**src/design/hkep_pkg.sv**
```systemverilog
`timescale 1ns / 1ps

package hkep_pkg;

    // Special keycodes.
    localparam logic [15:0] KC_MEDIA_FIRST  = 16'h00A8;
    localparam logic [15:0] KC_MEDIA_LAST   = 16'h00AE;
    localparam logic [15:0] KC_ANIM_TOGGLE  = 16'h7823;
    localparam logic [15:0] KC_MACRO        = 16'h7700;
    localparam logic [15:0] KC_GUI_TOGGLE   = 16'h700B;
    localparam logic [15:0] KC_PATTERN_LEFT = 16'h7821;
    localparam logic [15:0] KC_PATTERN_RIGHT = 16'h7822;
    localparam logic [15:0] KC_BRIGHT_DOWN  = 16'h7803;
    localparam logic [15:0] KC_BRIGHT_UP    = 16'h7804;
    localparam logic [15:0] KC_FN           = 16'h5220;
    localparam logic [15:0] KC_FN_LOCK      = 16'h5260;
    localparam logic [15:0] KC_MOD_FIRST    = 16'h00E0;
    localparam logic [15:0] KC_MOD_LAST     = 16'h00E7;
    localparam logic [2:0]  MOD_LEFT_GUI    = 3'd3;
    localparam logic [2:0]  MOD_RIGHT_GUI   = 3'd7;

    localparam int KEY_SLOTS_DEFAULT = 6;
    localparam int REPORT_SLOTS      = 6;
    localparam int QUEUE_DEPTH       = 2;
    localparam int QUEUE_PTR_W       = $clog2(QUEUE_DEPTH);
    localparam int QUEUE_CNT_W       = $clog2(QUEUE_DEPTH + 1);

    localparam int          ADDR_W               = 3;
    localparam logic        REG_PATTERN_COUNT    = 1'b0;
    localparam logic [4:0]  PATTERN_COUNT_RESET  = 5'd8;
    localparam logic [4:0]  PATTERN_COUNT_MAX    = 5'd16;

    localparam logic [1:0] BRIGHT_NONE = 2'd0;
    localparam logic [1:0] BRIGHT_DOWN = 2'd1;
    localparam logic [1:0] BRIGHT_UP   = 2'd2;

    typedef enum logic [3:0] {
        OP_MEDIA,
        OP_ANIM,
        OP_MACRO,
        OP_GUI,
        OP_PAT_LEFT,
        OP_PAT_RIGHT,
        OP_BRI_DOWN,
        OP_BRI_UP,
        OP_FN,
        OP_FN_LOCK,
        OP_MOD,
        OP_MOD_GUI,
        OP_KEY
    } op_t;

    typedef struct packed {
        op_t        op;
        logic [2:0] bit_idx;
        logic [7:0] key_byte;
        logic       key_small;
        logic       pressed;
    } cmd_t;

    typedef struct packed {
        logic [15:0] keycode;
        logic        pressed;
    } event_t;

    typedef struct packed {
        logic [7:0]  report_modifiers;
        logic [47:0] report_keys;
        logic [6:0]  report_media;
        logic        keyboard_report_due;
        logic        media_report_due;
        logic [2:0]  layer_index;
        logic [3:0]  current_pattern;
        logic        pattern_load;
        logic [1:0]  brightness_step;
        logic        animation_state;
        logic        gui_state;
        logic        led_refresh;
    } result_t;

endpackage

```
**src/design/hkep_front.sv**
```systemverilog
`timescale 1ns / 1ps

module hkep_front (
    input  logic            in_valid,
    input  hkep_pkg::event_t in_word,
    input  logic            queue_full,
    output logic            in_stall,
    output logic            push,
    output hkep_pkg::cmd_t  cmd
);

    logic [15:0] kc;

    assign kc       = in_word.keycode;
    assign in_stall = queue_full;
    assign push     = in_valid && !queue_full;

    always_comb
    begin
        cmd.bit_idx   = kc[2:0];
        cmd.key_byte  = kc[7:0];
        cmd.key_small = (kc[15:8] == 8'h00);
        cmd.pressed   = in_word.pressed;
        unique case (kc)
            hkep_pkg::KC_ANIM_TOGGLE:   cmd.op = hkep_pkg::OP_ANIM;
            hkep_pkg::KC_MACRO:         cmd.op = hkep_pkg::OP_MACRO;
            hkep_pkg::KC_GUI_TOGGLE:    cmd.op = hkep_pkg::OP_GUI;
            hkep_pkg::KC_PATTERN_LEFT:  cmd.op = hkep_pkg::OP_PAT_LEFT;
            hkep_pkg::KC_PATTERN_RIGHT: cmd.op = hkep_pkg::OP_PAT_RIGHT;
            hkep_pkg::KC_BRIGHT_DOWN:   cmd.op = hkep_pkg::OP_BRI_DOWN;
            hkep_pkg::KC_BRIGHT_UP:     cmd.op = hkep_pkg::OP_BRI_UP;
            hkep_pkg::KC_FN:            cmd.op = hkep_pkg::OP_FN;
            hkep_pkg::KC_FN_LOCK:       cmd.op = hkep_pkg::OP_FN_LOCK;
            default:
            begin
                if (kc >= hkep_pkg::KC_MEDIA_FIRST && kc <= hkep_pkg::KC_MEDIA_LAST)
                    cmd.op = hkep_pkg::OP_MEDIA;
                else if (kc >= hkep_pkg::KC_MOD_FIRST && kc <= hkep_pkg::KC_MOD_LAST)
                begin
                    if (kc[2:0] == hkep_pkg::MOD_LEFT_GUI || kc[2:0] == hkep_pkg::MOD_RIGHT_GUI)
                        cmd.op = hkep_pkg::OP_MOD_GUI;
                    else
                        cmd.op = hkep_pkg::OP_MOD;
                end
                else
                    cmd.op = hkep_pkg::OP_KEY;
            end
        endcase
    end

endmodule

```
**src/design/hkep_queue.sv**
```systemverilog
`timescale 1ns / 1ps

module hkep_queue (
    input  logic           clk,
    input  logic           rst_n,
    input  logic           push,
    input  hkep_pkg::cmd_t push_cmd,
    input  logic           pop,
    output logic           full,
    output logic           not_empty,
    output hkep_pkg::cmd_t head_cmd
);

    hkep_pkg::cmd_t                       mem [hkep_pkg::QUEUE_DEPTH];
    logic [hkep_pkg::QUEUE_PTR_W-1:0]     wr_ptr_reg, wr_ptr_next;
    logic [hkep_pkg::QUEUE_PTR_W-1:0]     rd_ptr_reg, rd_ptr_next;
    logic [hkep_pkg::QUEUE_CNT_W-1:0]     count_reg, count_next;
    logic                                 do_push, do_pop;

    localparam logic [hkep_pkg::QUEUE_PTR_W-1:0] LAST_PTR =
        hkep_pkg::QUEUE_PTR_W'(hkep_pkg::QUEUE_DEPTH - 1);
    localparam logic [hkep_pkg::QUEUE_CNT_W-1:0] FULL_CNT =
        hkep_pkg::QUEUE_CNT_W'(hkep_pkg::QUEUE_DEPTH);

    assign full      = (count_reg == FULL_CNT);
    assign not_empty = (count_reg != '0);
    assign head_cmd  = mem[rd_ptr_reg];
    assign do_push   = push && !full;
    assign do_pop    = pop && not_empty;

    always_comb
    begin
        wr_ptr_next = wr_ptr_reg;
        rd_ptr_next = rd_ptr_reg;
        count_next  = count_reg;
        if (do_push)
            wr_ptr_next = (wr_ptr_reg == LAST_PTR) ? '0 : wr_ptr_reg + 1'b1;
        if (do_pop)
            rd_ptr_next = (rd_ptr_reg == LAST_PTR) ? '0 : rd_ptr_reg + 1'b1;
        if (do_push && !do_pop)
            count_next = count_reg + 1'b1;
        else if (do_pop && !do_push)
            count_next = count_reg - 1'b1;
    end

    always_ff @(posedge clk or negedge rst_n)
    begin
        if (!rst_n)
        begin
            wr_ptr_reg <= '0;
            rd_ptr_reg <= '0;
            count_reg  <= '0;
        end
        else
        begin
            wr_ptr_reg <= wr_ptr_next;
            rd_ptr_reg <= rd_ptr_next;
            count_reg  <= count_next;
        end
    end

    always_ff @(posedge clk)
    begin
        if (do_push)
            mem[wr_ptr_reg] <= push_cmd;
    end

endmodule

```
**src/design/hkep_back.sv**
```systemverilog
`timescale 1ns / 1ps

module hkep_back #(
    parameter int KEY_SLOTS = hkep_pkg::KEY_SLOTS_DEFAULT
) (
    input  logic              clk,
    input  logic              rst_n,
    input  logic              cmd_valid,
    input  hkep_pkg::cmd_t    cmd,
    input  logic [4:0]        pattern_count,
    input  logic              out_stall,
    output logic              pop,
    output logic              out_valid,
    output hkep_pkg::result_t out_word
);

    logic [7:0] slots_reg [KEY_SLOTS];
    logic [7:0] slots_next [KEY_SLOTS];
    logic [7:0] mods_reg, mods_next;
    logic [6:0] media_reg, media_next;
    logic       fn_lock_reg, fn_lock_next;
    logic       fn_held_reg, fn_held_next;
    logic       macro_reg, macro_next;
    logic       gui_reg, gui_next;
    logic [3:0] pattern_reg, pattern_next;
    logic       anim_reg, anim_next;
    logic       out_valid_reg;
    hkep_pkg::result_t out_word_reg, result;

    logic                 advance;
    logic                 on;
    logic [KEY_SLOTS-1:0] slot_sel;
    logic                 slot_hit;
    logic [4:0]           count_clip;
    logic [3:0]           limit;
    logic [7:0]           mod_mask;
    logic [6:0]           media_mask;

    assign advance   = !out_valid_reg || !out_stall;
    assign pop       = cmd_valid && advance;
    assign out_valid = out_valid_reg;
    assign out_word  = out_word_reg;
    assign on        = cmd.pressed;
    assign mod_mask  = 8'b1 << cmd.bit_idx;
    assign media_mask = mod_mask[6:0];

    always_comb
    begin
        if (pattern_count > hkep_pkg::PATTERN_COUNT_MAX)
            count_clip = hkep_pkg::PATTERN_COUNT_MAX;
        else if (pattern_count == 5'd0)
            count_clip = 5'd1;
        else
            count_clip = pattern_count;
    end

    assign limit = 4'(count_clip - 5'd1);

    // First empty slot on a press, first matching slot on a release.
    always_comb
    begin
        slot_hit = 1'b0;
        slot_sel = '0;
        for (int i = 0; i < KEY_SLOTS; i++)
        begin
            if (!slot_hit && (on ? (slots_reg[i] == 8'h00)
                                 : (cmd.key_small && slots_reg[i] == cmd.key_byte)))
            begin
                slot_sel[i] = 1'b1;
                slot_hit    = 1'b1;
            end
        end
    end

    always_comb
    begin
        for (int i = 0; i < KEY_SLOTS; i++)
            slots_next[i] = slots_reg[i];
        mods_next    = mods_reg;
        media_next   = media_reg;
        fn_lock_next = fn_lock_reg;
        fn_held_next = fn_held_reg;
        macro_next   = macro_reg;
        gui_next     = gui_reg;
        pattern_next = pattern_reg;
        anim_next    = anim_reg;
        result       = '0;
        result.brightness_step = hkep_pkg::BRIGHT_NONE;

        case (cmd.op) inside
            hkep_pkg::OP_MEDIA:
            begin
                media_next = on ? (media_reg | media_mask) : (media_reg & ~media_mask);
                result.media_report_due = 1'b1;
            end
            hkep_pkg::OP_ANIM:
                if (on)
                    anim_next = !anim_reg;
            hkep_pkg::OP_MACRO:
            begin
                macro_next = on;
                result.led_refresh = 1'b1;
            end
            hkep_pkg::OP_GUI:
                if (on)
                    gui_next = !gui_reg;
            hkep_pkg::OP_PAT_LEFT:
                if (on && pattern_reg != 4'd0)
                begin
                    pattern_next = pattern_reg - 4'd1;
                    result.pattern_load = 1'b1;
                end
            hkep_pkg::OP_PAT_RIGHT:
                if (on && pattern_reg < limit)
                begin
                    pattern_next = pattern_reg + 4'd1;
                    result.pattern_load = 1'b1;
                end
            hkep_pkg::OP_BRI_DOWN:
                if (on)
                    result.brightness_step = hkep_pkg::BRIGHT_DOWN;
            hkep_pkg::OP_BRI_UP:
                if (on)
                    result.brightness_step = hkep_pkg::BRIGHT_UP;
            hkep_pkg::OP_FN:
            begin
                fn_held_next = on;
                if (!on)
                    macro_next = 1'b0;
                result.led_refresh = 1'b1;
            end
            hkep_pkg::OP_FN_LOCK:
                if (on)
                begin
                    fn_lock_next = !fn_lock_reg;
                    result.led_refresh = 1'b1;
                end
            hkep_pkg::OP_MOD, hkep_pkg::OP_MOD_GUI:
                if (cmd.op == hkep_pkg::OP_MOD || gui_reg)
                begin
                    mods_next = on ? (mods_reg | mod_mask) : (mods_reg & ~mod_mask);
                    result.keyboard_report_due = 1'b1;
                end
            default:
            begin
                for (int i = 0; i < KEY_SLOTS; i++)
                    if (slot_sel[i])
                        slots_next[i] = on ? cmd.key_byte : 8'h00;
                result.keyboard_report_due = slot_hit;
            end
        endcase

        result.report_modifiers = mods_next;
        for (int i = 0; i < hkep_pkg::REPORT_SLOTS; i++)
            if (i < KEY_SLOTS)
                result.report_keys[8*i +: 8] = slots_next[i];
        result.report_media    = media_next;
        result.layer_index     = 3'(fn_lock_next) + {1'b0, fn_held_next, 1'b0}
                                 + {1'b0, macro_next, 1'b0};
        result.current_pattern = pattern_next;
        result.animation_state = anim_next;
        result.gui_state       = gui_next;
    end

    always_ff @(posedge clk or negedge rst_n)
    begin
        if (!rst_n)
        begin
            for (int i = 0; i < KEY_SLOTS; i++)
                slots_reg[i] <= 8'h00;
            mods_reg      <= '0;
            media_reg     <= '0;
            fn_lock_reg   <= 1'b0;
            fn_held_reg   <= 1'b0;
            macro_reg     <= 1'b0;
            gui_reg       <= 1'b1;
            pattern_reg   <= '0;
            anim_reg      <= 1'b0;
            out_valid_reg <= 1'b0;
        end
        else
        begin
            if (advance)
                out_valid_reg <= cmd_valid;
            if (pop)
            begin
                for (int i = 0; i < KEY_SLOTS; i++)
                    slots_reg[i] <= slots_next[i];
                mods_reg    <= mods_next;
                media_reg   <= media_next;
                fn_lock_reg <= fn_lock_next;
                fn_held_reg <= fn_held_next;
                macro_reg   <= macro_next;
                gui_reg     <= gui_next;
                pattern_reg <= pattern_next;
                anim_reg    <= anim_next;
            end
        end
    end

    always_ff @(posedge clk)
    begin
        if (pop)
            out_word_reg <= result;
    end

endmodule

```
**src/design/hid_keyboard_event_processor_unit.sv**
```systemverilog
`timescale 1ns / 1ps

// Keyboard event processor: one key event word in, one report word out.
// Input channel in_valid / in_stall / in_word carries a keycode and a
// pressed flag. Output channel out_valid / out_stall / out_word carries the
// modifier, key-slot and media reports, the layer index and LED action strobes.
// A classifier decodes each accepted word into a command and writes it into a
// two-entry queue; an executor takes one command per cycle unless the output
// stalls, updates the key state and loads the result into the output register.
// With an idle output, out_valid rises once the word has passed the queue and
// the output register. Throughput is one word per cycle while out_stall is low.
// When the receiver stalls, the output register holds its word, the queue
// fills, and in_stall rises once both queue entries are taken.
// Reset empties all key slots and maps, clears layer, pattern and animation
// state, enables GUI keys and sets pattern_count to 8. The APB port holds
// pattern_count at byte address 0; write it only while the block is idle.

module hid_keyboard_event_processor_unit #(
    parameter int KEY_SLOTS = hkep_pkg::KEY_SLOTS_DEFAULT
) (
    input  logic                        clk,
    input  logic                        rst_n,
    input  logic                        in_valid,
    output logic                        in_stall,
    input  hkep_pkg::event_t            in_word,
    output logic                        out_valid,
    input  logic                        out_stall,
    output hkep_pkg::result_t           out_word,
    input  logic                        psel,
    input  logic                        penable,
    input  logic                        pwrite,
    input  logic [hkep_pkg::ADDR_W-1:0] paddr,
    input  logic [31:0]                 pwdata,
    output logic [31:0]                 prdata,
    output logic                        pready
);

    logic [4:0]     pattern_count_reg;
    logic           push, pop, queue_full, queue_not_empty;
    hkep_pkg::cmd_t front_cmd, head_cmd;
    logic           reg_sel;

    assign pready  = 1'b1;
    assign reg_sel = (paddr[hkep_pkg::ADDR_W-1] == hkep_pkg::REG_PATTERN_COUNT);
    assign prdata  = reg_sel ? {27'd0, pattern_count_reg} : 32'd0;

    always_ff @(posedge clk or negedge rst_n)
    begin
        if (!rst_n)
            pattern_count_reg <= hkep_pkg::PATTERN_COUNT_RESET;
        else if (psel && penable && pwrite && reg_sel)
            pattern_count_reg <= pwdata[4:0];
    end

    hkep_front u_front (
        .in_valid   (in_valid),
        .in_word    (in_word),
        .queue_full (queue_full),
        .in_stall   (in_stall),
        .push       (push),
        .cmd        (front_cmd)
    );

    hkep_queue u_queue (
        .clk       (clk),
        .rst_n     (rst_n),
        .push      (push),
        .push_cmd  (front_cmd),
        .pop       (pop),
        .full      (queue_full),
        .not_empty (queue_not_empty),
        .head_cmd  (head_cmd)
    );

    hkep_back #(
        .KEY_SLOTS (KEY_SLOTS)
    ) u_back (
        .clk           (clk),
        .rst_n         (rst_n),
        .cmd_valid     (queue_not_empty),
        .cmd           (head_cmd),
        .pattern_count (pattern_count_reg),
        .out_stall     (out_stall),
        .pop           (pop),
        .out_valid     (out_valid),
        .out_word      (out_word)
    );

endmodule

```
**config.mk**
```make
export PLATFORM = sky130hd
export DESIGN_NAME = hid_keyboard_event_processor_unit
export DESIGN_NICKNAME = d
export VERILOG_FILES = /design/src/design/hkep_pkg.sv /design/src/design/hkep_front.sv /design/src/design/hkep_queue.sv /design/src/design/hkep_back.sv /design/src/design/hid_keyboard_event_processor_unit.sv
export SDC_FILE = /design/constraint.sdc
export NUM_CORES = 1
export LEC_CHECK = 0
export ABC_CLOCK_PERIOD_IN_PS = 5350
export BUFFER_PORTS_ARGS = -buffer_cell sky130_fd_sc_hd__buf_2
export CORE_MARGIN = 2
export CORE_UTILIZATION = 24
export DETAILED_ROUTE_END_ITERATION = 16
export GPL_TIMING_DRIVEN = 1
export SYNTH_ARGS = -nofsm -noshare
export SYNTH_HDL_FRONTEND = slang
export SYNTH_SLANG_ARGS = --single-unit
```
**constraint.sdc**
```tcl
create_clock -name clk -period 5.35 [get_ports clk]
set_input_delay 0.2675 -clock clk [delete_from_list [all_inputs] [get_ports clk]]
set_output_delay 0.2675 -clock clk [all_outputs]
set_load 0.005 [all_outputs]
```
==> results.md, run 1 <==
Setup path:
- The worst register-to-register path ends at u_back.out_word[67].
- The count of cells along the worst register-to-register path is 8.
- The startpoint identified for the worst register-to-register timing path is u_queue.rd_ptr_reg.
- The biggest fanout along the worst timing path is 15.
- Among all stages on the critical path, the largest delay is contributed by dfrtp_1.
- The critical path data required time is 5540 ps.
- Across all register-to-register paths, the minimum setup slack is 1500 ps.
- The signal arrival time at the worst endpoint is 4040 ps.
- The startpoint type of the worst setup path is a register.
- The critical path goes through buf_4 -> nor2b_1 -> a21o_1 -> and3_1 -> a31oi_1 -> nand4_2 -> nor3b_4 -> mux2_2.
- The largest single stage delay on the critical path is 810 ps.
- The sort of element at the end of the critical path is a register.
- The worst setup path is of the register to register kind.

Drt:
- Summed over all nets, wire length on met3 after detailed routing comes to 923 um.
- The number of routed nets with antenna violations is 0.
- The via density per instance is 4.43.
- The routed length on met1 is 10.8 mm.
- For this block, the via count after detailed routing is 6095.
- The first detailed-routing pass ran for 5 iterations.
- The final layout contains routed wiring with a total length of 23.3 mm.
- The first-iteration detailed-routing DRC count is 382.
- The remaining routing DRC violations is 0.
- The highest layer used for signal routing is met5.
- The routed length per instance is 16.9 um.
- Summed over all nets, wire length on met2 after detailed routing comes to 11.0 mm.

Clocking:
- The post-cts resize count is 0.
- Counting along the longest clock path gives a buffer depth of 2.
- Buffers inserted during clock tree synthesis total 17.
- Hold repair after CTS inserted 2 buffers.
- The clock insertion delay at the later pin of the skew report is 450 ps.
- For this design, the sink count on the clock tree is 188.
- TritonCTS built the clock tree.
- The root buffer cell is clkbuf_16.
- The number of post-CTS setup repair buffers is 0.
- The clock-pin transition on the worst setup and hold timing paths is 70 ps.
- The H-tree depth is 4.

Yosys:
- Sorting the synthesized cells by area gives the leading types as edfxtp_1, dfrtp_1, mux2_2, xnor2_1, buf_4.
- The portion of synthesized area spent on multiplexers is 13.7%.
- The cell type with the largest total area after synthesis is edfxtp_1.
- Summing the areas of all compound-gate instances in the mapped netlist gives 7.06% of the synthesized area.
- After synthesis, the share of flip-flops with an asynchronous set or reset is 43.6%.
- The synthesized netlist devotes 1.07% of its cell area to adder and majority cells.
- During synthesis, Yosys emitted a total of 0 warnings.
- A synthesized cell averages 12.9 sq um.
- The area share of xor/xnor cells in the synthesized design is 5.90%.
- Synthesis instantiated 64 different standard cells from the library.
- The register bit count reported by yosys is 188.
- The area share of the largest cell type after synthesis is 34.0%.
- Sequential cells were found to cover 56.0% of the synthesized design area.
- The cell count after synthesis came out at 727.
- The total standard cell area after synthesis is 9350 sq um.
- The area share of and/or/nand/nor cells after synthesis is 11.7%.
- For this run, the leading register cell type out of synthesis is edfxtp_1.
- The combinational family with the most area after synthesis is multiplexers.
- The count of flip-flops with a built-in enable after synthesis is 106.

Final layout:
- The flip-flop count of the largest register after layout is 78.
- The post-route standard cell area excluding fillers is 11000 sq um.
- The final-stage net count is 912.
- The area growth from synthesis to layout is 17.4%.
- The multi-input combinational cells in the finished layout cover a total of 3810 sq um.
- The post-route non-filler standard cell count is 1376.
- The register cell area after layout is 5240 sq um.
- The filler cell count is 4059.
- In the final layout, the share of cells above drive strength 1 is 33.1%.
- The antenna diode count is 0.

GRT:
- The initial antenna violation count is 1.
- Entering global routing, the biggest net connects 76 pins.
- The global-route congestion overflow total is 0.
- The global-route wire length before repair is 36.1 mm.
- The via count of the first global-routing pass is 6083.
- In the global route stage, overall resource usage came out at 11.6%.

Die:
- The die is 201 um tall.
- The die covers 40600 sq um.
- The initialized floorplan defines 72 standard-cell rows.
- In this run the count of I/O pins placed on the die edge is 172.
- The initial core utilization is 24.3%.
- After floorplanning, the core was sized to cover 38600 sq um.
- The horizontal die dimension is 201 um.

Hold path:
- The worst hold path depth is 2.
- The critical hold path startpoint is pwdata[2].
- The worst hold path belongs to the class input pin to register.
- The endpoint of the worst hold-timing path is pattern_count_reg[2].

Placement:
- The detailed placer's ending HPWL is 16.2 mm.
- At the end of routability-driven placement, the weighted congestion stood at 0.830.
- During placement, the flow inserted port buffers numbering 114.
- The total instance count after detailed placement is 1342.
- The placed cell area is 10400 sq um.

Timing:
- Between clock sinks in the finished design, the worst skew comes to 8.22 ps.
- Adding up every negative setup slack in the final design gives 0 ps.
- The relative slew slack is 19.9%.
- The number of hold-slack violations in the final timing report came to 0.
- The highest attainable clock frequency is 0.260 GHz.
- Of the available clock period, the critical path in the final layout requires 72.0%.
- The clock period minus final worst setup slack is 3850 ps.
- The slew at the pin with the worst max-slew slack is 1200 ps.
- Setup violations remaining at the end of the flow were counted as 0.
- The number of slew-limit violations in the final report is 0.
- Setup repair after global routing left no endpoint under its margin.

Power:
- The analysis attributes to cell leakage a power of 4.41 nW.
- The areal power density over the cells is 592 nW/um^2.
- The worst-case IR drop observed on VDD is 0.000285 V.

Run status:
- The run finished with clean final reports.

Job:
- The max capacitance violation total is 0.
logic make-up (layout without fill, tap and decap cells):
kind of cell	after synthesis	after routing
adder cells (fa/ha/maj)	8	8
buffers and inverters	70	175
AO/OA/AOI/OAI	91	91
other	2	28
AND/OR/NAND/NOR	195	195
flip-flops	188	188
multiplexers	110	110
XOR/XNOR	63	63
how the worst max path moves through the flow:
stage	start	end	slack, ps	depth (start not counted)
2_1_floorplan	u_queue.count_reg[0]	u_back.slots_reg[44]	990	6
3_3_place_gp	u_queue.rd_ptr_reg	u_back.out_word[67]	1560	8
3_5_place_dp	u_queue.rd_ptr_reg	u_back.out_word[67]	1530	8
4_1_cts	u_queue.rd_ptr_reg	u_back.out_word[67]	1500	8
5_1_grt	u_queue.rd_ptr_reg	u_back.slots_reg[4]	1310	8
6_report	u_queue.rd_ptr_reg	u_back.out_word[67]	1500	8
routing by layer:
metal  track usage (%)  vias up
li1                  -     2872
met1              15.3     3009
met2              18.7      177
met3              2.48       35
met4              4.62        2
met5                 0        -
cells in the mapped netlist (2+ instances only):
master       n
edfxtp_1   106
mux2_2      98
dfrtp_1     80
xnor2_1     52
nor2_1      51
nand2_1     34
buf_4       29
nor4_1      23
o21ai_0     19
a2bb2oi_1   18
clkbuf_1    17
nor3_1      16
o31ai_1     16
inv_1       14
a21oi_1     11
xor2_1      11
nand2b_1    10
nand3_1     10
and3_1       8
ha_1         8
nor2b_1      7
a31oi_1      5
buf_2        5
mux2i_1      5
or3_1        5
a21o_1       4
a32oi_1      4
mux2i_4      4
nand3b_1     4
nand4_1      4
nand4b_1     4
or4_1        4
buf_6        3
mux2i_2      3
o211ai_1     3
conb_1       2
dfstp_2      2
o311a_1      2
placed cells by master (no fill, tap or decap), drive strengths merged, types with 2 or more instances in the layout:
cell         count
nor2            53
nor3b            2
dfstp            2
a21o             4
clkinv           4
clkbuf          19
nand3b           4
nor3            18
or4              4
conb            28
a21oi           12
nand2b          10
mux2            98
a2bb2oi         18
nand3           10
o31ai           17
inv             17
nor2b            7
ha               8
dfrtp           80
edfxtp         106
nor4            25
mux2i           12
o311a            2
nand4b           4
xor2            11
xnor2           52
buf            127
nand4            5
a31oi            6
nand2           35
dlygate4sd3      2
a32oi            4
o211ai           3
clkinvlp         6
or3              5
o21ai           20
and3             8
layout make-up:
cell class	instances	area share, %
well taps	518	5.90
inverters	14	0.501
multi-input cells	495	34.7
clock inverters	13	0.855
clock buffers	19	4.03
repair buffers	129	6.29
flip-flops and latches	188	47.7
worst max-delay path: cells and delay by family, from the launching register on:
family,cells,cell delay (ps)
simple gates,4,1180
compound gates,2,840
flops,1,810
mux,1,410
buf+inv,1,360
report_power, final:
| group | internal [mW] | switching, mW | total [mW] |
|---|---|---|---|
| clock network | 0.607 | 0.572 | 1.18 |
| registers | 2.27 | 0.405 | 2.67 |
| logic | 1.15 | 1.49 | 2.64 |
metrics by stage:
stage | utilization (%) | total power [mW] | worst slack [ps] | hold slack [ps]
4_1_cts | 28.5 | 6.58 | 1500 | 24.0
5_1_grt | 28.5 | 6.92 | 1310 | 34.6
3_3_place_gp | 27.0 | 5.31 | 1560 | 175
6_report | 28.5 | 6.50 | 1500 | 48.7
3_5_place_dp | 27.0 | 5.37 | 1530 | 177
2_1_floorplan | - | 4.44 | 994 | -28.1
(Power assumes the default switching activity.)
==> inputs of run 2 (changes only) <==
Settings changed: ABC_CLOCK_PERIOD_IN_PS 5350 to 3330.
Clock period 5.35 ns to 3.33 ns, I/O delays scaled along.
==> run 2 against run 1 <==
  * Worst setup slack got worse by 1400 ps
  * Clock skew about the same
  * Power rose by 67%
  * Design area grew 3.7%
  * Utilization is 1.0 points higher
  * Critical path type unchanged
  * Critical endpoint is now u_back.pattern_reg[2]
  * Largest cell class unchanged
==> results.md, run 2 (synthesis gave the netlist of run 1 again) <==
Die:
- The horizontal die dimension is 201 um (unchanged).
- The count of pins on the block boundary is 172 (unchanged).
- The floorplan die area came to 40600 sq um (unchanged).
- The number of standard-cell rows in the floorplan was 72 (unchanged).
- The chip height came to 201 um (unchanged).
- The initial core utilization is 24.3% (unchanged).
- The area of the core is 38600 sq um (unchanged).

Drt:
- The number of detailed-route iterations in the first pass was 4 (-1).
- The first-iteration detailed-routing DRC count is 554 (+45%).
- The remaining routing DRC violations came to 0 (unchanged).
- The number of routed nets with antenna violations is 0 (unchanged).
- The routed length per instance is 16.6 um (-1.7%).
- The wire length after detailed routing was 23.5 mm (+1.0%).
- The via density per instance was 4.42 (-0.24%).
- The via count was 6248 (+2.5%).

Setup path:
- The slowest stage of the critical path belongs to the cell or4_1.
- The count of buffering cells on the critical path with inverters included is 1 (unchanged).
- On the critical path the largest part of the delay comes from simple AND/OR/NAND/NOR gates.
- The maximum cell stage delay along the critical path is 530 ps (-280 ps).
- Traced cell by cell, the critical path runs through or3_1 -> a21oi_2 -> inv_1 -> ha_1 -> xnor2_1 -> ha_1 -> a21o_1 -> a21oi_1 -> nand4b_1 -> or4_1 -> o311a_1 -> mux2_2.
- The critical path starts at pattern_count_reg[1].
- The biggest fanout along the worst timing path was 4 (-11).
- The classification of the worst setup path is register to register.
- The critical path data required time is 3670 ps (-1870 ps).
- The signal arrival time at the worst endpoint came to 3530 ps (-510 ps).
- The startpoint type of the worst setup path is a register.
- The cell that appears most often on the critical path is ha_1.
- The sort of element at the end of the critical path is a register.
- The origin of the critical flop-to-flop path is pattern_count_reg[1].

Final layout:
- The multi-input gate area in the final layout is 3810 sq um (+0.13%).
- The antenna diode count is 0 (unchanged).
- In the layout the commonest cells are buf_2, edfxtp_1, mux2_2.
- Leaving out fill and tap cells, the most frequent cell in the layout is buf_2.
- The share of post-route cells with drive strength above 1 is 34.9% (+1.8 points).
- The filler cell count is 3991 (-1.7%).
- The area growth from synthesis to layout is 21.7%.
- The flip-flop count of the largest register after layout is 78 (unchanged).
- The final-stage net count came to 950 (+4.2%).
- The register cell area after layout was 5240 sq um (unchanged).
- The end-of-flow core utilization is 29.5% (+1.0 points).

GRT:
- The total global-route track usage was 11.7% (+0.089 points).
- The largest net degree at the start of global routing is 65 (-14%).
- The via count of the first global-routing pass came to 6223 (+2.3%).
- The initial antenna violation count came to 1 (unchanged).
- The global-route congestion overflow total is 0 (unchanged).
- The global-route wire length before repair is 36.2 mm (+0.40%).

Hold path:
- The tightest min-delay check is of the input pin to register type.
- The critical hold path startpoint is in_valid.

Power:
- The areal power density over the cells is 952 nW/um^2 (+61%).
- The worst vdd rail ir drop is 0.000412 V (+45%).
- The power consumption is 10.8 mW (+67%).
- The leakage power summed over all cells is 4.65 nW (+5.3%).

Clocking:
- The H-tree depth is 4 (unchanged).
- The tree is rooted in a clkbuf_16.
- The clock tree buffer depth is 2 (unchanged).
- The clock-pin transition on the worst setup and hold timing paths was 70 ps (about the same).
- The CTS tree is done.
- The number of clock sinks seen by CTS is 188 (unchanged).
- The clock insertion delay at the later pin of the skew report was 450 ps (about the same).
- The number of CTS-inserted buffers is 17 (unchanged).

Timing:
- The number of slew-limit violations in the final report is 0 (unchanged).
- The clock period minus final worst setup slack is 3190 ps (-664 ps).
- The highest attainable clock frequency is 0.314 GHz (+21%).
- The relative slew slack came to 29.1% (+9.2 points).
- The number of hold-slack violations in the final timing report is 0 (unchanged).
- The number of setup violations in the final report is 0 (unchanged).
- The final sum of negative setup slack is 0 ps (unchanged).
- Setup repair after global routing left no endpoint under its margin.
- The setup skew after layout is 7.92 ps (-0.301 ps).
- The share of the clock period used by the worst path after layout came to 95.7% (+24 points).
- The slew at the pin with the worst max-slew slack came to 1060 ps (-137 ps).

Placement:
- The final weighted congestion of routability-driven global placement is 0.839 (+1.1%).
- The detailed placer's ending HPWL is 16.6 mm (+2.1%).
- The number of port buffers is 114 (unchanged).

Run status:
- The run finished with clean final reports.

Job:
- The max capacitance violation total came to 0 (unchanged).
==> run 2: cell types whose count changed in the layout (fill, tap and decap cells not counted), moves of 2 or more <==
cell,before,now
inv_6,3,5
mux2i_1,3,5
clkinvlp_4,6,2
dlygate4sd3_1,2,13
mux2i_2,5,3
buf_4,14,39
bufinv_16,0,2
buf_12,0,2
==> run 2: power breakdown <==
part | switching, mW | internal, mW
combinational | 2.47 | 2.02
clock | 0.933 | 1.14
sequential | 0.622 | 3.64
total | 4.02 | 6.80
==> run 2: path summary, 6_finish.rpt <==
| kind | endpoint | cells past startpoint | slack, ps |
|---|---|---|---|
| worst max-delay path | u_back.pattern_reg[2] | 12 | 140 |
| worst max register to register | u_back.pattern_reg[2] | 12 | 140 |
| min in group asynchronous | u_back.mods_reg[6] | 2 | 390 |
| worst min register to register | u_back.fn_held_reg | 2 | 470 |
| worst min-delay path | u_queue.wr_ptr_reg | 3 | 40 |
| max in group asynchronous | u_back.gui_reg | 3 | 2150 |
==> run 2: layout make-up <==
| class | instances | share of cell area, % |
|---|---|---|
| sequential | 188 | 46.0 |
| clock inverter | 14 | 1.37 |
| timing repair buffer | 167 | 9.04 |
| inverter | 14 | 0.484 |
| multi-input combinational | 495 | 33.5 |
| tap | 518 | 5.70 |
| clock buffer | 18 | 3.86 |
==> run 2: per-stage QoR <==
stage / hold slack [ps] / setup slack (ps) / instance area, sq um / instances
final: 35.5 / 142 / 11400 / 1414
after global routing: 31.5 / 8.43 / 11400 / 1414
after CTS: 11.4 / 104 / 11400 / 1413
after detailed placement: 346 / 118 / 10600 / 1368
after global placement: 354 / 217 / 10600 / 1368
after floorplan: -129 / 74.8 / 9450 / 753
==> run 2: repair_timing <==
item                                    CTS  global route
endpoints found under the setup margin    0             6
endpoints found under the hold margin    78             0
gates resized for setup                   0             3
hold buffers                             13             0
setup buffers                             0             1
==> run 2: layer usage <==
metal	track usage (%)	routed length [um]
met1	15.3	10700
met4	5.30	564
met5	0	13
met3	2.38	1070
met2	18.7	11200
==> run 2: worst min-delay path, cell delays in order <==
cell and delay, ps:
buf_2 100, nand2_1 100, xnor2_1 70
